===== src/hdl/text_console_char_writer_defines.svh =====
// assertion macros for the text console character writer
`ifndef TEXT_CONSOLE_CHAR_WRITER_DEFINES_SVH
`define TEXT_CONSOLE_CHAR_WRITER_DEFINES_SVH

`ifndef NO_ASSERTIONS

// same-cycle implication
`define TCCW_ASSERT_IMP(label, clk, rst, ante, cons) \
   label: assert property (@(posedge clk) disable iff (rst) (ante) |-> (cons)) \
      else $error("tccw assertion failed");

// next-cycle implication
`define TCCW_ASSERT_NEXT(label, clk, rst, ante, cons) \
   label: assert property (@(posedge clk) disable iff (rst) (ante) |=> (cons)) \
      else $error("tccw assertion failed");

`else

`define TCCW_ASSERT_IMP(label, clk, rst, ante, cons)
`define TCCW_ASSERT_NEXT(label, clk, rst, ante, cons)

`endif

`endif


===== src/hdl/tccw_pkg.sv =====
// shared types, constants and helpers of the text console character writer
`timescale 1ns / 1ps

package tccw_pkg;

   localparam int DEF_SCREEN_ROWS    = 25;
   localparam int DEF_SCREEN_COLUMNS = 80;

   localparam int KIND_W = 2;
   localparam int CHAR_W = 8;
   localparam int BG_W   = 4;
   localparam int IDX_W  = 11;
   localparam int POS_W  = 11;
   localparam int ATTR_W = 8;
   localparam int CELL_W = 16;

   localparam int TAB_STOP = 8;

   localparam logic [CHAR_W-1:0] CHAR_BACKSPACE = 8'd8;
   localparam logic [CHAR_W-1:0] CHAR_TAB       = 8'd9;
   localparam logic [CHAR_W-1:0] CHAR_NEWLINE   = 8'd10;
   localparam logic [CHAR_W-1:0] CHAR_RETURN    = 8'd13;
   localparam logic [CHAR_W-1:0] BLANK_CHAR     = 8'h20;

   localparam logic [3:0]        GREY_FG    = 4'h7;
   localparam logic [ATTR_W-1:0] RESET_ATTR = 8'h07;
   localparam logic [CELL_W-1:0] RESET_CELL = 16'h0720;

   typedef enum logic [KIND_W-1:0] {
      KIND_WRITE = 2'd0,
      KIND_CLEAR = 2'd1,
      KIND_READ  = 2'd2
   } kind_type;

   typedef enum logic [2:0] {
      ST_IDLE,
      ST_EXEC,
      ST_RESP,
      ST_SCROLL,
      ST_FILL
   } state_type;

   typedef struct packed {
      logic cell_write;
      logic scroll;
   } step_flags_type;

   function automatic logic [CELL_W-1:0] make_cell(input logic [ATTR_W-1:0] attr,
                                                   input logic [CHAR_W-1:0] ch);
      return {attr, ch};
   endfunction

endpackage


===== src/hdl/tccw_cursor_step.sv =====
// cursor update and cell write decision for one character transaction
`timescale 1ns / 1ps

module tccw_cursor_step #(
   parameter int SCREEN_ROWS    = tccw_pkg::DEF_SCREEN_ROWS,
   parameter int SCREEN_COLUMNS = tccw_pkg::DEF_SCREEN_COLUMNS
) (
   input  logic [$clog2(SCREEN_COLUMNS)-1:0] col_i,
   input  logic [$clog2(SCREEN_ROWS)-1:0]    row_i,
   input  logic [tccw_pkg::CHAR_W-1:0]       char_i,
   input  logic [tccw_pkg::ATTR_W-1:0]       attr_i,
   output logic [$clog2(SCREEN_COLUMNS)-1:0] col_o,
   output logic [$clog2(SCREEN_ROWS)-1:0]    row_o,
   output logic [$clog2(SCREEN_COLUMNS)-1:0] wr_col_o,
   output logic [$clog2(SCREEN_ROWS)-1:0]    wr_row_o,
   output logic [tccw_pkg::CELL_W-1:0]       wr_data_o,
   output tccw_pkg::step_flags_type          flags_o
);
   import tccw_pkg::*;

   localparam int CW = $clog2(SCREEN_COLUMNS);
   localparam int RW = $clog2(SCREEN_ROWS);

   always_comb begin
      logic [CW:0] col_t;
      logic [RW:0] row_t;
      col_t              = {1'b0, col_i};
      row_t              = {1'b0, row_i};
      wr_col_o           = col_i;
      wr_row_o           = row_i;
      wr_data_o          = make_cell(attr_i, char_i);
      flags_o.cell_write = 1'b0;
      unique case (char_i)
         CHAR_NEWLINE: begin
            col_t = '0;
            row_t = row_t + (RW+1)'(1);
         end
         CHAR_RETURN: begin
            col_t = '0;
         end
         CHAR_TAB: begin
            col_t = (col_t + (CW+1)'(TAB_STOP)) & ~(CW+1)'(TAB_STOP - 1);
         end
         CHAR_BACKSPACE: begin
            // back across the line start, stays put at home
            if (col_i != '0) begin
               col_t = col_t - (CW+1)'(1);
            end else if (row_i != '0) begin
               row_t = row_t - (RW+1)'(1);
               col_t = (CW+1)'(SCREEN_COLUMNS - 1);
            end
            flags_o.cell_write = 1'b1;
            wr_col_o           = col_t[CW-1:0];
            wr_row_o           = row_t[RW-1:0];
            wr_data_o          = make_cell(attr_i, BLANK_CHAR);
         end
         default: begin
            flags_o.cell_write = 1'b1;
            col_t              = col_t + (CW+1)'(1);
         end
      endcase
      if (col_t >= (CW+1)'(SCREEN_COLUMNS)) begin
         col_t = '0;
         row_t = row_t + (RW+1)'(1);
      end
      flags_o.scroll = (row_t >= (RW+1)'(SCREEN_ROWS));
      row_o          = flags_o.scroll ? RW'(SCREEN_ROWS - 1) : row_t[RW-1:0];
      col_o          = col_t[CW-1:0];
   end

endmodule


===== config.mk =====
export PLATFORM = sky130hd
export DESIGN_NAME = tccw_cursor_step
export DESIGN_NICKNAME = d
export VERILOG_FILES = /design/src/hdl/text_console_char_writer_defines.svh /design/src/hdl/tccw_pkg.sv /design/src/hdl/tccw_cursor_step.sv
export SDC_FILE = /design/constraint.sdc
export NUM_CORES = 1
export LEC_CHECK = 0
export BUFFER_PORTS_ARGS = -buffer_cell sky130_fd_sc_hd__buf_2
export CELL_PAD_IN_SITES_DETAIL_PLACEMENT = 0
export CELL_PAD_IN_SITES_GLOBAL_PLACEMENT = 2
export CORE_UTILIZATION = 25
export DETAILED_ROUTE_END_ITERATION = 7
export GPL_ROUTABILITY_DRIVEN = 0
export GPL_TIMING_DRIVEN = 0
export PLACE_DENSITY_LB_ADDON = 0.2
export SYNTH_ARGS = -nofsm -noshare
export SYNTH_HDL_FRONTEND = slang
export SYNTH_SLANG_ARGS = --single-unit

===== constraint.sdc =====
create_clock -name vclk -period 6.6
set_input_delay 1.98 -clock vclk [all_inputs]
set_output_delay 1.98 -clock vclk [all_outputs]
set_load 0.01 [all_outputs]

# == After elaboration in Yosys (flattened, before gate mapping) ==
# Index checks and enable logic that the tools add are counted.
# word_totals
regBits,0
out_inout_bits,42
word_cells,29
# classes
add_sub_neg,6
magnitude_cmp,2
n_eq_ne,4
n_mux,13
n_reduce_logical,4
# ops
cell,n
$eq 8x4->1 const B,4
$pmux 8 s3,1
$mux 7,3
$mux 6,3
$mux 8,2
$pmux 6 s2,1
$mux 5,2
$add 7x1->8 const B,1
$add 7x4->8 const B,1
$ge 8x7->1 const B,1
$sub 7x1->8 const B,1
$reduce_bool 7->1,1
$add 5x1->6 const B,1
$add 6x1->6 const B,1
$ge 6x5->1 const B,1
$sub 5x1->6 const B,1
$reduce_bool 5->1,1
$reduce_or 3->1,1
$reduce_or 2->1,1
$mux 1,1

# == Depth between registers and ports, before layout ==
# depth
ltp_word,8
depth_mapped,12

# == Least setup slack after synthesis ==
# Ideal clock, no wire load.
# synth_path
kind,input to output
start,input row_i[0]
end,output row_o[1]
t_arrival_ns,4.601
required_ns,4.620
path_slack_ns,0.019
path_stages,12
n_path_buf,0
path_cell_list,inv_1 -> ha_1 -> or4b_1 -> a31oi_1 -> nor2_1 -> xnor2_1 -> ha_1 -> xnor2_1 -> nand2b_1 -> nand4_1 -> a41oi_2 -> nor4b_1
# synth_between
elab_chain_len,8
# synth_lines
element,line,rtl
start: declaration,tccw_cursor_step.sv:9,"input logic [$clog2(SCREEN_ROWS)-1:0] row_i,"
$sub 5x1->6 / $reduce_bool 5->1 (equally long branches),"tccw_cursor_step.sv:49, tccw_cursor_step.sv:48",
$mux 6 / $mux 7 (equally long branches),tccw_cursor_step.sv:48,end else if (row_i != '0) begin
$mux 6 / $mux 8 (equally long branches),tccw_cursor_step.sv:46,if (col_i != '0) begin
$pmux 6 s2 / $pmux 8 s3 (equally long branches),tccw_cursor_step.sv:33,unique case (char_i)
$add 6x1->6 / $ge 8x7->1 (equally long branches),"tccw_cursor_step.sv:64, tccw_cursor_step.sv:62",
$mux 6 (*),tccw_cursor_step.sv:62,if (col_t >= (CW+1)'(SCREEN_COLUMNS)) begin
$ge 6x5->1,tccw_cursor_step.sv:66,flags_o.scroll = (row_t >= (RW+1)'(SCREEN_ROWS));
$mux 5 (*),tccw_cursor_step.sv:67,row_o = flags_o.scroll ? RW'(SCREEN_ROWS - 1) : row_t[RW-1:0];
end: declaration,tccw_cursor_step.sv:13,"output logic [$clog2(SCREEN_ROWS)-1:0] row_o,"
# Mark *: on every way between the ends. The rest lies on a longest branch, timed or not.

# == Final worst setup path ==
# layout_path
start,input char_i[4] (netlist bit)
end,output row_o[1]
# layout_between
elab_chain_len,7
# layout_lines
element,line,rtl
start: declaration,tccw_cursor_step.sv:10,"input logic [tccw_pkg::CHAR_W-1:0] char_i,"
$eq 8x4->1,tccw_cursor_step.sv:33,
$reduce_or 2->1 (no source line),-,
$pmux 8 s3,tccw_cursor_step.sv:33,
$ge 8x7->1,tccw_cursor_step.sv:62,
$mux 6 (*),tccw_cursor_step.sv:62,
$ge 6x5->1,tccw_cursor_step.sv:66,
$mux 5 (*),tccw_cursor_step.sv:67,
# Marks and branches as above.

==> metrics <==
Mapped Cells=between 200 and 250; crit path from=char_i[4]; maximum capacitance violations=0; Netlist cell types=64; sequential cells=0; # clk buffers=0; Buffers on Ports=56; DIE AREA=about 6300 um2; die width=roughly 79 um; combinational fraction of design power=between 90% and 100%; CP max FO=7; Max-Slew Margin vs Limit=between 50 and 60%; vias in the first global route=approximately 1,800; Avg WL per Cell=between 15 and 20 um; gr ovfl total=0; # setup viols final=3; gr usage total=about 18%; FMAX=around 150 MHz; setup TNS=-0.0857 ns; register area share after synthesis=0%; initial core utilization=between 20% and 30%; fillers=roughly 600; worst-margin pin slew=0.633 ns; switch share=about 55%; core area=5640 um2; Synth warnings=0; failing checks=setup timing; Internal Power=around 63 uW; max-slew violations=0; number of diodes=0; Min-Delay Path Class=input port to primary output; placed insts=roughly 350; largest net degree at the start of global routing=11; nets=around 340; Syn Area/Cell=6.67 um2; register area=0 um2; status=finished with violations; share of post-route cells with drive strength above 1=around 48%; Critical Path RT=roughly 4.6 ns; RSZ-0062 raised after global routing=yes; chip height=a little under 80 um; Final Non-Filler Cells=approximately 370; synthesized area=around 1500 um2; Leakage=between 0.0009 and 0.001 uW; drt drc=0; PwrDens=a little over 60 nW/um2; routed wire length=~5600 um; fin worst setup slack=-0.0508 ns; Util after Layout=40.7%; first-pass GRT wire length=8940 um; CP arrival=between 4 and 5 ns; NetSw=between 70 and 80 uW; Clock Power Share=0%; DR iter-0 viols=roughly 100; Net Count, Synth=between 200 and 300; critical path class=input port to primary output; Seq pwr share=0%; WHS=4.14 ns; area grow syn2layout=53.1%; num ports=70; CP Capture Point=row_o[1]; number of vias per cell=5.22; CP endpoint kind=primary output; routed via count=around 2,000; router iterations before antenna repair=4; post-layout min period=6.65 ns; initial antenna violation count=0; startpoint class of the critical path=input port; detailed placement HPWL=just over 4000 um; Final Hold Violating Endpoints=0; post-route ant nets=0; worst ir drop on vdd=around 0.019 mV; final worst-path cycle share=101%; row count=27
-- placed cells by master (no fill, tap or decap), drive strengths merged, types with 3 or more instances in the layout --
cell type / netlist / final
a21o: 4 / 4
a21oi: 10 / 10
a31oi: 6 / 6
a41oi: 3 / 3
and2: 3 / 3
and3: 3 / 3
buf: 11 / 87
clkbuf: 19 / 19
ha: 7 / 7
inv: 9 / 9
mux2: 3 / 3
mux2i: 3 / 3
nand2: 19 / 19
nand2b: 4 / 4
nand3: 8 / 8
nand4: 5 / 5
nor2: 22 / 22
nor2b: 3 / 3
nor3: 9 / 9
nor3b: 5 / 5
nor4: 3 / 3
nor4b: 5 / 5
o21ai: 12 / 12
o31a: 3 / 3
or2: 4 / 4
or4b: 3 / 3
xnor2: 8 / 8
-- worst max-delay path, cell delays in order --
cell and delay [ns]:
buf_8 0.10, or4b_4 0.61, or4_4 0.48, buf_4 0.17, nor2_4 0.11, a311oi_2 0.07
o211a_4 0.22, nor3_4 0.22, xnor2_2 0.16, a41oi_2 0.09, nor4b_2 0.31, buf_2 0.17
-- cell usage after synthesis, types with 2 or more instances --
master     n  area share (%)
o21a_1     2             1.0
nand2b_1   4             1.7
mux2_2     3             2.2
or2_2      3             1.3
nor3_1     7             2.3
o21ai_0   11             3.7
or4b_1     2             1.3
and2_1     2            0.83
a21oi_1   10             3.3
nor4b_1    3             1.8
o31a_1     3             1.8
o211ai_1   2             1.0
a21o_1     4             2.0
nand4_1    5             2.1
nor2_1    21             5.3
buf_4      8             4.0
nand2_1   19             4.8
nand3b_1   2             1.0
or3_1      2            0.83
inv_1      9             2.2
a41o_1     2             1.3
clkbuf_1  19             4.8
nor3b_1    5             2.5
nand3_1    8             2.7
ha_1       7             5.8
nor3_2     2             1.3
a41oi_1    2             1.2
nor4b_2    2             2.0
mux2i_1    3             2.0
nor2b_1    3             1.3
a31oi_1    6             2.5
nor4_1     2            0.83
xnor2_1    8             4.7
buf_2      2            0.67
and3_1     3             1.3
-- per-stage QoR --
| step | cell area [um2] | setup WS (ns) | total power (uW) |
|---|---|---|---|
| after detailed placement | 1870 | -0.582 | 116 |
| after global routing | 2300 | -0.169 | 153 |
| after floorplan | 1500 | 0.0195 | 77.3 |
| after CTS | 2160 | -0.134 | 131 |
| after global placement | 1870 | -0.580 | 116 |
| final | 2300 | -0.0508 | 140 |
-- worst min path at each step --
stage | cells past startpoint | startpoint | endpoint | slack, ns
6_report | 2 | attr_i[2] | wr_data_o[10] | 4.14
5_1_grt | 2 | attr_i[1] | wr_data_o[9] | 4.15
4_1_cts | 2 | attr_i[2] | wr_data_o[10] | 4.14
3_5_place_dp | 2 | attr_i[2] | wr_data_o[10] | 4.14
3_3_place_gp | 2 | attr_i[5] | wr_data_o[13] | 4.14
2_1_floorplan | 1 | row_i[0] | wr_row_o[0] | 4.05
-- cells by family (layout without fill, tap and decap cells) --
| group | Yosys count | after routing | synth area share (%) |
|---|---|---|---|
| mux | 6 | 6 | 4.25 |
| xor+xnor | 8 | 8 | 4.67 |
| fa+ha+maj | 7 | 7 | 5.83 |
| compound gates | 61 | 61 | 31.4 |
| simple gates | 104 | 104 | 41.4 |
| buf+inv | 39 | 115 | 12.4 |
-- layer usage --
layer	GRT usage (%)	routed length (um)	vias up
met5	0	0	-
met1	26.0	2760	892
met3	0.457	261	2
met2	29.1	2570	73
met4	1.09	21	0
li1	-	-	981
-- timing repair --
item,4_1_cts,5_1_grt
gates cloned,0,0
gates resized for setup,34,23
pin swaps,18,20
hold buffers,0,0
setup buffers,15,6
endpoints found under the setup margin,13,9
-- final cells by class --
| class | instances | area (um2) | share of cell area [%] |
|---|---|---|---|
| inverter | 9 | 33.8 | 1.47 |
| timing repair buffer | 77 | 458 | 19.9 |
| buffer | 29 | 155 | 6.75 |
| tap | 72 | 90.1 | 3.92 |
| multi-input combinational | 186 | 1560 | 67.9 |
-- power by group through the flow --
stage,clock [uW],sequential (uW),combinational [uW]
final,0,0,140
after global routing,0,0,153
after CTS,0,0,131
after detailed placement,0,0,116
after global placement,0,0,116
after floorplan,0,0,77.3
Power figures use the tool's default switching activity.
